--- config.mk ---
export PLATFORM = sky130hd
export DESIGN_NAME = base64_stream_encoder
export DESIGN_NICKNAME = d
export VERILOG_FILES = /design/src/b64se_pkg.sv /design/src/b64se_front.sv /design/src/b64se_queue.sv /design/src/b64se_back.sv /design/src/base64_stream_encoder.sv
export SDC_FILE = /design/constraint.sdc
export NUM_CORES = 1
export LEC_CHECK = 0
export ABC_AREA = 1
export BUFFER_PORTS_ARGS = -buffer_cell sky130_fd_sc_hd__buf_4
export CORE_UTILIZATION = 37
export DETAILED_ROUTE_END_ITERATION = 10
export SETUP_SLACK_MARGIN = 0.5
export SLEW_MARGIN = 20
export SYNTH_ARGS = -nofsm -noshare
export SYNTH_HDL_FRONTEND = slang
export SYNTH_HIERARCHICAL = 1
export SYNTH_SLANG_ARGS = --single-unit
--- constraint.sdc ---
create_clock -name clk -period 8.1 [get_ports clk]
set_input_delay 1.62 -clock clk [delete_from_list [all_inputs] [get_ports clk]]
set_output_delay 1.62 -clock clk [all_outputs]
set_load 0.02 [all_outputs]
--- src/b64se_pkg.sv ---
package b64se_pkg;

  localparam int QueueDepth = 2;

  localparam logic [7:0] PadChar = 8'h3d;

  typedef struct packed {
    logic [7:0] data_byte;
    logic       is_final;
  } in_beat_t;

  typedef struct packed {
    logic [7:0] out_char;
    logic       run_end;
    logic       message_end;
  } out_beat_t;

  // one group of up to three bytes waiting for the back end
  typedef struct packed {
    logic [23:0] group;
    logic [2:0]  nchars;
    logic        is_final;
  } job_t;

  function automatic logic [7:0] b64_char(input logic [5:0] v);
    logic [7:0] c;
    if (v < 6'd26) begin
      c = 8'h41 + {2'b00, v};
    end else if (v < 6'd52) begin
      c = 8'h61 + {2'b00, v} - 8'd26;
    end else if (v < 6'd62) begin
      c = 8'h30 + {2'b00, v} - 8'd52;
    end else if (v == 6'd62) begin
      c = 8'h2b;
    end else begin
      c = 8'h2f;
    end
    return c;
  endfunction

endpackage

--- src/b64se_front.sv ---
module b64se_front (
  input  logic                clk,
  input  logic                rst,
  input  logic                src_valid,
  output logic                src_ready,
  input  b64se_pkg::in_beat_t src_data,
  input  logic                q_full,
  output logic                q_push,
  output b64se_pkg::job_t     q_job
);

  logic [7:0] pend0;
  logic [7:0] pend1;
  logic [1:0] count;
  logic       cnt_two;
  logic       accept;
  logic       store_only;

  assign cnt_two    = count[1];
  assign src_ready  = ~q_full;
  assign accept     = src_valid & src_ready;
  assign store_only = ~src_data.is_final & ~cnt_two;
  assign q_push     = accept & ~store_only;

  always_comb begin
    q_job.is_final = src_data.is_final;
    if (cnt_two) begin
      q_job.group  = {pend0, pend1, src_data.data_byte};
      q_job.nchars = 3'd4;
    end else if (count[0]) begin
      q_job.group  = {pend0, src_data.data_byte, 8'h00};
      q_job.nchars = 3'd3;
    end else begin
      q_job.group  = {src_data.data_byte, 16'h0000};
      q_job.nchars = 3'd2;
    end
  end

  always_ff @(posedge clk) begin
    if (rst) begin
      count <= 2'd0;
    end else if (accept) begin
      if (store_only) begin
        count <= count + 2'd1;
      end else begin
        count <= 2'd0;
      end
    end
  end

  always_ff @(posedge clk) begin
    if (accept && store_only) begin
      if (count[0]) begin
        pend1 <= src_data.data_byte;
      end else begin
        pend0 <= src_data.data_byte;
      end
    end
  end

endmodule

--- src/b64se_queue.sv ---
module b64se_queue #(
  parameter int Depth = b64se_pkg::QueueDepth
) (
  input  logic            clk,
  input  logic            rst,
  input  logic            push,
  input  b64se_pkg::job_t push_job,
  output logic            full,
  input  logic            pop,
  output logic            not_empty,
  output b64se_pkg::job_t pop_job
);

  localparam int PtrW = (Depth > 1) ? $clog2(Depth) : 1;
  localparam int CntW = $clog2(Depth + 1);
  localparam logic [PtrW-1:0] LastPtr = PtrW'(Depth - 1);
  localparam logic [CntW-1:0] FullCnt = CntW'(Depth);

  b64se_pkg::job_t slots [Depth];
  logic [PtrW-1:0] wr_ptr;
  logic [PtrW-1:0] rd_ptr;
  logic [CntW-1:0] used;

  assign full      = (used == FullCnt);
  assign not_empty = (used != '0);
  assign pop_job   = slots[rd_ptr];

  always_ff @(posedge clk) begin
    if (rst) begin
      wr_ptr <= '0;
      rd_ptr <= '0;
      used   <= '0;
    end else begin
      if (push) begin
        wr_ptr <= (wr_ptr == LastPtr) ? '0 : wr_ptr + PtrW'(1);
      end
      if (pop) begin
        rd_ptr <= (rd_ptr == LastPtr) ? '0 : rd_ptr + PtrW'(1);
      end
      if (push && !pop) begin
        used <= used + CntW'(1);
      end else if (pop && !push) begin
        used <= used - CntW'(1);
      end
    end
  end

  always_ff @(posedge clk) begin
    if (push) begin
      slots[wr_ptr] <= push_job;
    end
  end

endmodule

--- src/b64se_back.sv ---
module b64se_back (
  input  logic                 clk,
  input  logic                 rst,
  input  logic                 q_valid,
  input  b64se_pkg::job_t      q_job,
  output logic                 q_pop,
  output logic                 dst_valid,
  input  logic                 dst_ready,
  output b64se_pkg::out_beat_t dst_data
);

  b64se_pkg::job_t     cur;
  logic                cur_valid;
  logic [1:0]          idx;
  logic                adv;
  logic                last_char;
  logic [5:0]          sext;
  b64se_pkg::out_beat_t beat_next;

  assign adv       = cur_valid & (~dst_valid | dst_ready);
  assign last_char = (idx == 2'd3);
  assign q_pop     = q_valid & (~cur_valid | (adv & last_char));

  always_comb begin
    case (idx)
      2'd0:    sext = cur.group[23:18];
      2'd1:    sext = cur.group[17:12];
      2'd2:    sext = cur.group[11:6];
      default: sext = cur.group[5:0];
    endcase
    if ({1'b0, idx} < cur.nchars) begin
      beat_next.out_char = b64se_pkg::b64_char(sext);
    end else begin
      beat_next.out_char = b64se_pkg::PadChar;
    end
    beat_next.run_end     = last_char;
    beat_next.message_end = last_char & cur.is_final;
  end

  always_ff @(posedge clk) begin
    if (rst) begin
      cur_valid <= 1'b0;
      idx       <= 2'd0;
      dst_valid <= 1'b0;
    end else begin
      if (q_pop) begin
        cur_valid <= 1'b1;
        idx       <= 2'd0;
      end else if (adv) begin
        idx <= idx + 2'd1;
        if (last_char) begin
          cur_valid <= 1'b0;
        end
      end
      if (adv) begin
        dst_valid <= 1'b1;
      end else if (dst_ready) begin
        dst_valid <= 1'b0;
      end
    end
  end

  always_ff @(posedge clk) begin
    if (q_pop) begin
      cur <= q_job;
    end
    if (adv) begin
      dst_data <= beat_next;
    end
  end

endmodule

--- src/base64_stream_encoder.sv ---
// path: group queue slot, then current-group register, then output character register
// throughput: one byte per cycle while the group queue has room; one character per cycle out while dst_ready is high
// full groups give four characters out for every three bytes in, so the output side sets the pace
// reset: synchronous, active high; clears pending count, queue pointers and output valid
module base64_stream_encoder #(
  parameter int QueueDepth = b64se_pkg::QueueDepth
) (
  input  logic                 clk,
  input  logic                 rst,
  input  logic                 src_valid,
  output logic                 src_ready,
  input  b64se_pkg::in_beat_t  src_data,
  output logic                 dst_valid,
  input  logic                 dst_ready,
  output b64se_pkg::out_beat_t dst_data
);

  logic            q_full;
  logic            q_push;
  logic            q_pop;
  logic            q_valid;
  b64se_pkg::job_t push_job;
  b64se_pkg::job_t pop_job;

  b64se_front u_front (
    .clk       (clk),
    .rst       (rst),
    .src_valid (src_valid),
    .src_ready (src_ready),
    .src_data  (src_data),
    .q_full    (q_full),
    .q_push    (q_push),
    .q_job     (push_job)
  );

  b64se_queue #(
    .Depth (QueueDepth)
  ) u_queue (
    .clk       (clk),
    .rst       (rst),
    .push      (q_push),
    .push_job  (push_job),
    .full      (q_full),
    .pop       (q_pop),
    .not_empty (q_valid),
    .pop_job   (pop_job)
  );

  b64se_back u_back (
    .clk       (clk),
    .rst       (rst),
    .q_valid   (q_valid),
    .q_job     (pop_job),
    .q_pop     (q_pop),
    .dst_valid (dst_valid),
    .dst_ready (dst_ready),
    .dst_data  (dst_data)
  );

endmodule

Word level (Yosys, flattened, before mapping) --
Memory sizes are Yosys's and may differ from the RTL's. A register that Yosys moved wholly into a read port is not among the register bits. Index checks and enable logic that the tools add are counted.
Word-level totals: input bits 13, register bits after elaboration 36, memory bits (writable) 56, memories 1, word-level logic and storage cells 83, output and inout bits 12
Operators by class: magnitude comparators 4, eq/ne operators 5, bitwise logic cells 16, reduce and logical (&&, ||, !) cells 15, $add $sub $neg 11, multiplexer cells 19
Memory list:
- u_queue.slots | depth 2, bits a word 28, read ports 1, clocked after Yosys merged registers in 1, write ports 1, RTL line b64se_queue.sv:19 | b64se_pkg::job_t slots [Depth];
Operators by type and width (number):
- 2-to-1 mux 27 bit | 2
- 2-to-1 mux 8 bit | 3
- case mux 6 bit (3 select lines) | 1
- adder 7 x 6 -> 8 bit (first input constant) | 2
- less-than comparator 6 bit (second input constant) | 2
- nonzero test 2 bit | 5
- 2-to-1 mux 1 bit | 9
- subtractor 8 x 5 -> 8 bit (second input constant) | 1
- subtractor 8 x 6 -> 8 bit (second input constant) | 1
- adder 6 x 6 -> 7 bit (first input constant) | 1
- AND 1 bit | 7
- inverter 1 bit | 7
- adder 2 x 1 -> 2 bit (second input constant) | 3
- == test 2 bit (second input constant) | 3
- == test 6 bit (second input constant) | 1
- less-than comparator 6 x 5 -> 1 bit (second input constant) | 1
- 2-to-1 mux 2 bit | 3
- AND reduction 2 bit | 3
- logical AND 1 bit | 3
- less-than comparator 2 x 3 -> 1 bit | 1
- 2-to-1 mux 3 bit | 1
- adder 1 bit (second input constant) | 2
- == test 2 x 1 -> 1 bit (second input constant) | 1
- logical NOT 1 bit | 2
- other kinds (4) | 5

Depth between registers and ports, before layout --
Gate-level depths: netlist (run 1).
depth after elaboration 9, mapped depth 12, gate-level depth less buffers 12

Modules after synthesis --
The synthesis (run 1) kept the hierarchy.
By module, submodules not included:
- b64se_queue | sequential area each 1781.7 µm², area each 2349.8 µm², cells an instance 120, times used 1
- b64se_back | sequential area each 1221.2 µm², area each 1974.4 µm², cells an instance 186, times used 1
- b64se_front | sequential area each 520.5 µm², area each 1014.7 µm², cells an instance 107, times used 1

Worst setup path after synthesis (run 1) --
Ideal clock, no wire load.
path kind input-to-reg, start input dst_ready, end register u_queue.used[1], buffers on the path 0, cell stages on the path 11, data required time 8036 ps, setup time 64 ps, arrival time 3849 ps, path slack 4187 ps, cell sequence inv_1 > nand2_1 > a21oi_1 > nor2_1 > inv_1 > ha_1 > inv_1 > nand3_1 > nand2_1 > inv_1 > nor2_1
On the way: cells in the longest elaborated chain, start to end 8, elaborated cells between the ends (all ways) 10, those cells by class 1 x mux; 5 x bitwise; 4 x reduce/logical
RTL lines:
- from (decl) | RTL line base64_stream_encoder.sv:14 | input logic dst_ready,
- bitwise OR 1 bit (*) | RTL line b64se_back.sv:20 | assign adv = cur_valid & (~dst_valid | dst_ready);
- AND 1 bit (*) | RTL line b64se_back.sv:20
- AND 1 bit (*) | RTL line b64se_back.sv:22 | assign q_pop = q_valid & (~cur_valid | (adv & last_char));
- bitwise OR 1 bit (*) | RTL line b64se_back.sv:22
- AND 1 bit (*) | RTL line b64se_back.sv:22
- net q_pop | RTL line base64_stream_encoder.sv:20 | logic q_pop;
- logical NOT 1 bit | RTL line b64se_queue.sv:40 | if (push && !pop) begin
- logical AND 1 bit | RTL line b64se_queue.sv:40
- 2-to-1 mux 2 bit or nonzero test 2 bit (tied branches)
- to (signal assigned) | RTL line b64se_queue.sv:41 | used <= used + CntW'(1);
- to (signal assigned) | RTL line b64se_queue.sv:43 | used <= used - CntW'(1);
- to (decl) | RTL line b64se_queue.sv:22 | logic [CntW-1:0] used;
Mark *: on every way through the listed nets, which the timed path passes. The rest lies on a longest branch. A chain may end at the register's enable or synchronous reset.

Worst setup path in the final report (run 1) --
start register u_queue.used[1], end output src_ready
On the way: cells in the longest elaborated chain, start to end 2
RTL lines:
- == test 2 bit | RTL line b64se_queue.sv:24 | assign full = (used == FullCnt);
- net q_full | RTL line base64_stream_encoder.sv:18 | logic q_full;
- inverter 1 bit | RTL line b64se_front.sv:20 | assign src_ready = ~q_full;
- to (decl) | RTL line base64_stream_encoder.sv:11 | output logic src_ready,
The timed path passes the listed nets, and every way through them passes these cells.

==> results.json, run 1 <==
{
  "cts_tree": "built",
  "numPortBuffers": 24,
  "wl_um": 8330,
  "p_leak_nw": 2.47,
  "rsz0062_at_grt": "false",
  "max_slew_margin": 0.361,
  "n_antenna_cell": 0,
  "initial_core_util": 0.382,
  "grt_antenna_before_repair": 0,
  "drtIter0Drc": 140,
  "synth_ff_type": "edfxtp_1",
  "pin_count": 25,
  "power_mw": 2.18,
  "core_area_mm2": 0.0140,
  "synth_fp_nets": 435,
  "layout_setup_ws_ps": 5200,
  "tns_ps": 0,
  "routedWlPerCell_um": 13.0,
  "ant_nets": 0,
  "switching_share": 0.299,
  "clkLatencyLatePin_ps": 410,
  "cp-endpoint": "src_ready",
  "cp_max_fo": 3,
  "synth_top_area_frac": 0.619,
  "yosysUniqueCellTypes": 38,
  "grt_use_total": 0.127,
  "clock_skew_ps": 6.87,
  "avgViaCountPerCell": 4.56,
  "timing_worst_setup_path_type": "flip-flop to primary output",
  "cts.sinks": 121,
  "power_density_mw_per_mm2": 353,
  "ys_ff_latch": 121,
  "r2r_slack_ps": 5830,
  "die_width_um": 122,
  "finalSetupViolCount": 0,
  "htreeDepth": 4,
  "synth.top_cells.by_count": "110 x edfxtp_1, 99 x nand2_1, 34 x inv_1",
  "synth-async-reset-ratio": 0,
  "pwr-share-comb": 0.287,
  "gp_congestion": 0.721,
  "crit_arrival_ps": 1280,
  "rr_worst_depth": 2,
  "ys_seq_area_frac": 0.660,
  "synth_area_per_cell_um2": 12.9,
  "drv_cap": 0,
  "vias": 2928,
  "grt_overflow": 0,
  "yosys-top-cells-area": "edfxtp_1 62%, nand2_1 7.0%, mux2_4 5.6%",
  "drive_gt1_frac": 0.255,
  "postCtsSetupBuffers": 0,
  "nets": 471,
  "grt_pass1_wl_um": 13900,
  "drt-pass1-iter-count": 4,
  "cp-start-kind": "flip-flop",
  "fp.dieH_um": 122,
  "clockPowerShare": 0.301,
  "ir_drop_mv": 0.200,
  "reg2reg_from": "u_front/count[0]",
  "synth.most_common_cell": "edfxtp_1",
  "finalHoldViolCount": 0,
  "fin_crit_sh": 0.358,
  "clockBufferDepth": 2,
  "internal-power_mw": 1.53,
  "syn_area_mm2": 0.00534,
  "cts.repair.resized": 0,
  "dp_slack_ps": 4700,
  "holdCritPathClass": "flip-flop to flip-flop",
  "slew_violations": 0,
  "cts_root_buffer": "clkbuf_16",
  "outcome": "finished clean",
  "cts_hold_buffers": 0,
  "synth_top_area_cell": "edfxtp_1",
  "cp.required_ps": 6480,
  "fin_hold_ws_ps": 468,
  "hpwlAfterDp_um": 5700,
  "power_switching_mw": 0.650,
  "power_frac_seq": 0.412,
  "cts_made_buffers": 17,
  "yosys_warnings": 6,
  "clkTransAtPathRegs_ps": 50,
  "min-delay-start": "u_back/cur_valid",
  "placementRows": 43,
  "r2r_end": "u_front/pend1[5]",
  "tightest_slew_ps": 957,
  "synthToLayoutAreaGrowth_pct": 15.4,
  "timing.fmax_mhz": 345,
  "grt_pass1_vias": 2888,
  "cp-end-kind": "primary output",
  "min_period_ps": 2900,
  "dieArea_mm2": 0.0149,
  "crit_path_start": "u_queue/used[1]",
  "drc": 0,
  "grt_max_degree": 32,
  "synth_edf_count": 110,
  "synth_cells": 413
}
==> sequential cells by signal, summed over array words and instances (netlist names), 2 cells and up, named ones only <==
signal,cells
u_back/cur,28
u_back/dst_data,10
u_back/idx,2
u_front/count,2
u_front/pend0,8
u_front/pend1,8
u_queue/slots,56
u_queue/used,2
==> through the flow <==
step | instances | utilization | area, um2
global route | 642 | 0.440 | 6160
finish | 642 | 0.440 | 6160
floorplan | 413 | - | 5340
detailed placement | 610 | 0.403 | 5630
global placement | 610 | 0.403 | 5630
CTS | 642 | 0.440 | 6160
==> area by class of cell <==
class / instances / area (um2)
flip-flops and latches: 121 / 3520
repair buffers: 28 / 210
multi-input cells: 240 / 1520
well taps: 180 / 225
clock buffers: 28 / 507
fillers: 1275 / 7830
inverters: 41 / 154
clock inverters: 4 / 18.8
==> routing by layer <==
layer,track usage,share of wire,routed length [um],up-vias
li1,-,-,-,1490
met1,0.148,0.45,3790,1366
met2,0.202,0.49,4070,60
met3,0.0473,0.045,372,12
met4,0.0694,0.013,106,0
met5,0,0,0,-
==> cell families after synthesis <==
family                     Yosys count  synth area share
AOI/OAI and AO/OA                   33            0.0469
xor gates and xnor gates             2           0.00328
adders and majority gates            9            0.0211
buffers and inverters               52            0.0562
DFF                                121             0.660
muxes                               28            0.0731
other                                1          0.000702
and+or+nand+nor                    167             0.139
==> power by group through the flow <==
stage / sequential [mW] / combinational, mW / clock [mW]
4_1_cts: 0.899 / 0.631 / 0.673
3_5_place_dp: 0.910 / 0.628 / 0
5_1_grt: 0.910 / 0.699 / 0.697
6_report: 0.897 / 0.624 / 0.655
2_1_floorplan: 0.926 / 0.487 / 0
3_3_place_gp: 0.907 / 0.620 / 0
==> layout by cell type (no fill, tap or decap), types with 9 or more instances in the layout <==
cell type,synthesis,layout
a21oi_1,11,11
buf_4,2,28
clkbuf_16,0,17
dfxtp_1,11,11
edfxtp_1,110,110
ha_1,9,9
inv_1,34,33
mux2_4,20,20
nand2_1,99,99
nand3_1,21,21
nor2_1,27,25
==> critical path, stage by stage, from the launching register on <==
cell	delay, ps
dfxtp_1	340
inv_1	70
nor2_1	210
inv_2	90
buf_4	160
==> worst min path at each step <==
stage | cells past startpoint | to
finish | 2 | u_back/dst_valid
global route | 2 | u_back/dst_valid
CTS | 2 | u_back/dst_valid
detailed placement | 2 | u_back/dst_valid
global placement | 2 | u_back/dst_valid
floorplan | 2 | u_back/dst_valid
No activity file was read; power rests on OpenSTA's default activity.
==> run 2, diff against run 1 <==
==> constraint.sdc (replaced) <==
create_clock -name clk -period 2.8 [get_ports clk]
set_input_delay 0.56 -clock clk [delete_from_list [all_inputs] [get_ports clk]]
set_output_delay 0.56 -clock clk [all_outputs]
set_load 0.02 [all_outputs]
==> run 2 against run 1 <==
Compared with the run above: count of clock-buffer cells in the layout fell by 10; global-route usage decreased by 0.48 points; sequential share of layout area fell by 0.80 points; register-to-register slack got worse by 5100 ps; largest power group unchanged; highest routed layer unchanged.
==> results.json, run 2 (synthesized netlist as in run 1, its figures left out) <==
{
  "outcome": "finished clean",
  "cp-start-kind": "flip-flop",
  "fin_area_mm2": 0.00625,
  "numPortBuffers": 24,
  "regArea_mm2": 0.00352,
  "crit_chain": "inv_1 > ha_1 > nand2_1 > nand2_1 > o21bai_2 > ha_1 > nand2_1 > nand3_1 > nand2_1 > nand3_1 > nand3_1",
  "drc": 0,
  "rsz0062_at_grt": "false",
  "routedWlPerCell_um": 12.7,
  "internal-power_mw": 4.59,
  "path_common_cell": "nand2_1",
  "place_area_mm2": 0.00566,
  "top_regs": "u_queue/slots (56), u_back/cur (28), u_back/dst_data (10)",
  "clock_skew_ps": 8.27,
  "power_frac_seq": 0.396,
  "p_leak_nw": 2.51,
  "critPathSlowestCell": "dfxtp_1",
  "grt_pass1_wl_um": 13600,
  "drv_cap": 0,
  "power_switching_mw": 1.96,
  "finalHoldViolCount": 0,
  "nets": 474,
  "die_width_um": 122,
  "slowest_delay_ps": 370,
  "power_density_mw_per_mm2": 1050,
  "cts_tree": "built",
  "holdCritPathClass": "input pin to flip-flop",
  "cp_max_fo": 6,
  "drive_gt1_frac": 0.267,
  "placementRows": 43,
  "synthToLayoutAreaGrowth_pct": 17.0,
  "fin_crit_sh": 0.723,
  "clkTransAtPathRegs_ps": 50,
  "grt_use_total": 0.122,
  "finalSetupViolCount": 0,
  "postCtsSetupBuffers": 0,
  "clkLatencyLatePin_ps": 410,
  "avgViaCountPerCell": 4.51,
  "initial_core_util": 0.382,
  "mostFrequentLayoutCell": "edfxtp_1",
  "largest_register_ffs": 56,
  "nFillCells": 1271,
  "hpwlAfterDp_um": 5700,
  "top_register": "u_queue/slots",
  "core_area_mm2": 0.0140,
  "timing_worst_setup_path_type": "flip-flop to flip-flop",
  "pin_count": 25,
  "pwr-share-comb": 0.279,
  "slew_violations": 0,
  "grt_overflow": 0,
  "layout_common_cells": "110 x edfxtp_1, 99 x nand2_1, 34 x inv_1",
  "dieArea_mm2": 0.0149,
  "n_antenna_cell": 0,
  "fp.dieH_um": 122,
  "grt_antenna_before_repair": 0,
  "grt_max_degree": 31,
  "cts.repair.resized": 0,
  "timing.fmax_mhz": 494,
  "cts_made_buffers": 17,
  "ir_drop_mv": 0.475,
  "grt_pass1_vias": 2838,
  "final_util": 0.447,
  "ant_nets": 0,
  "gp_congestion": 0.842,
  "crit_arrival_ps": 2180,
  "cts_hold_buffers": 0,
  "drtIter0Drc": 187,
  "cp-end-kind": "flip-flop",
  "cp.required_ps": 2950,
  "wl_um": 8200,
  "cts.sinks": 121,
  "clockBufferDepth": 2,
  "drt-pass1-iter-count": 4,
  "clockPowerShare": 0.325,
  "switching_share": 0.299,
  "vias": 2908,
  "htreeDepth": 4,
  "tns_ps": 0,
  "cts_root_buffer": "clkbuf_16",
  "multi_input_area_mm2": 0.00153,
  "min_period_ps": 2020
}
-- run 2: cell types whose count changed in the layout (fill, tap and decap cells not counted) --
cell | before | now
inv_2 | 8 | 7
nor2_2 | 5 | 4
clkinv_4 | 0 | 2
clkinvlp_4 | 0 | 3
buf_4 | 28 | 31
clkbuf_1 | 7 | 1
nor2_4 | 1 | 2
clkbuf_8 | 4 | 0
inv_1 | 33 | 34
bufinv_16 | 0 | 3
clkinv_1 | 1 | 3
-- run 2: routing by layer --
metal	track usage	share of wire
met1	0.145	0.45
met2	0.197	0.48
met3	0.0360	0.036
met4	0.0686	0.027
met5	0	0
-- run 2: final cells by class --
type | instances | area share
Clock inverter | 14 | 0.0250
Sequential cell | 121 | 0.564
Inverter | 41 | 0.0246
Timing Repair Buffer | 31 | 0.0373
Clock buffer | 18 | 0.0687
Multi-Input combinational cell | 240 | 0.244
Tap cell | 180 | 0.0361
-- run 2: worst paths after layout --
check | to | from | slack (ps) | depth (start not counted)
max | u_back/dst_data[6] | u_back/idx[0] | 780 | 11
min | u_front/pend0[5] | src_data[6] | 360 | 1
max reg2reg | u_back/dst_data[6] | u_back/idx[0] | 780 | 11
min reg2reg | u_back/dst_valid | u_back/cur_valid | 480 | 2
-- run 2: power by group through the flow --
stage / sequential (mW) / combinational [mW] / clock, mW
2_1_floorplan: 2.67 / 1.42 / 0
3_3_place_gp: 2.63 / 1.81 / 0
3_5_place_dp: 2.63 / 1.83 / 0
4_1_cts: 2.60 / 1.84 / 2.16
5_1_grt: 2.62 / 2.04 / 2.24
6_report: 2.59 / 1.83 / 2.13
-- run 2: stage by stage --
step / instances / setup WS [ps] / hold slack (ps) / total power [mW]
CTS: 645 / 770 / 352 / 6.60
global route: 645 / 576 / 346 / 6.90
global placement: 613 / 807 / 463 / 4.43
detailed placement: 613 / 784 / 474 / 4.47
floorplan: 413 / 770 / 445 / 4.09
finish: 645 / 777 / 365 / 6.55
-- run 2: critical path: cells and delay by family, from the launching register on --
family	cells	cell delay, ps
DFF	1	370
and+or+nand+nor	7	510
buffers and inverters	1	110
AOI/OAI and AO/OA	1	250
adders and majority gates	2	520
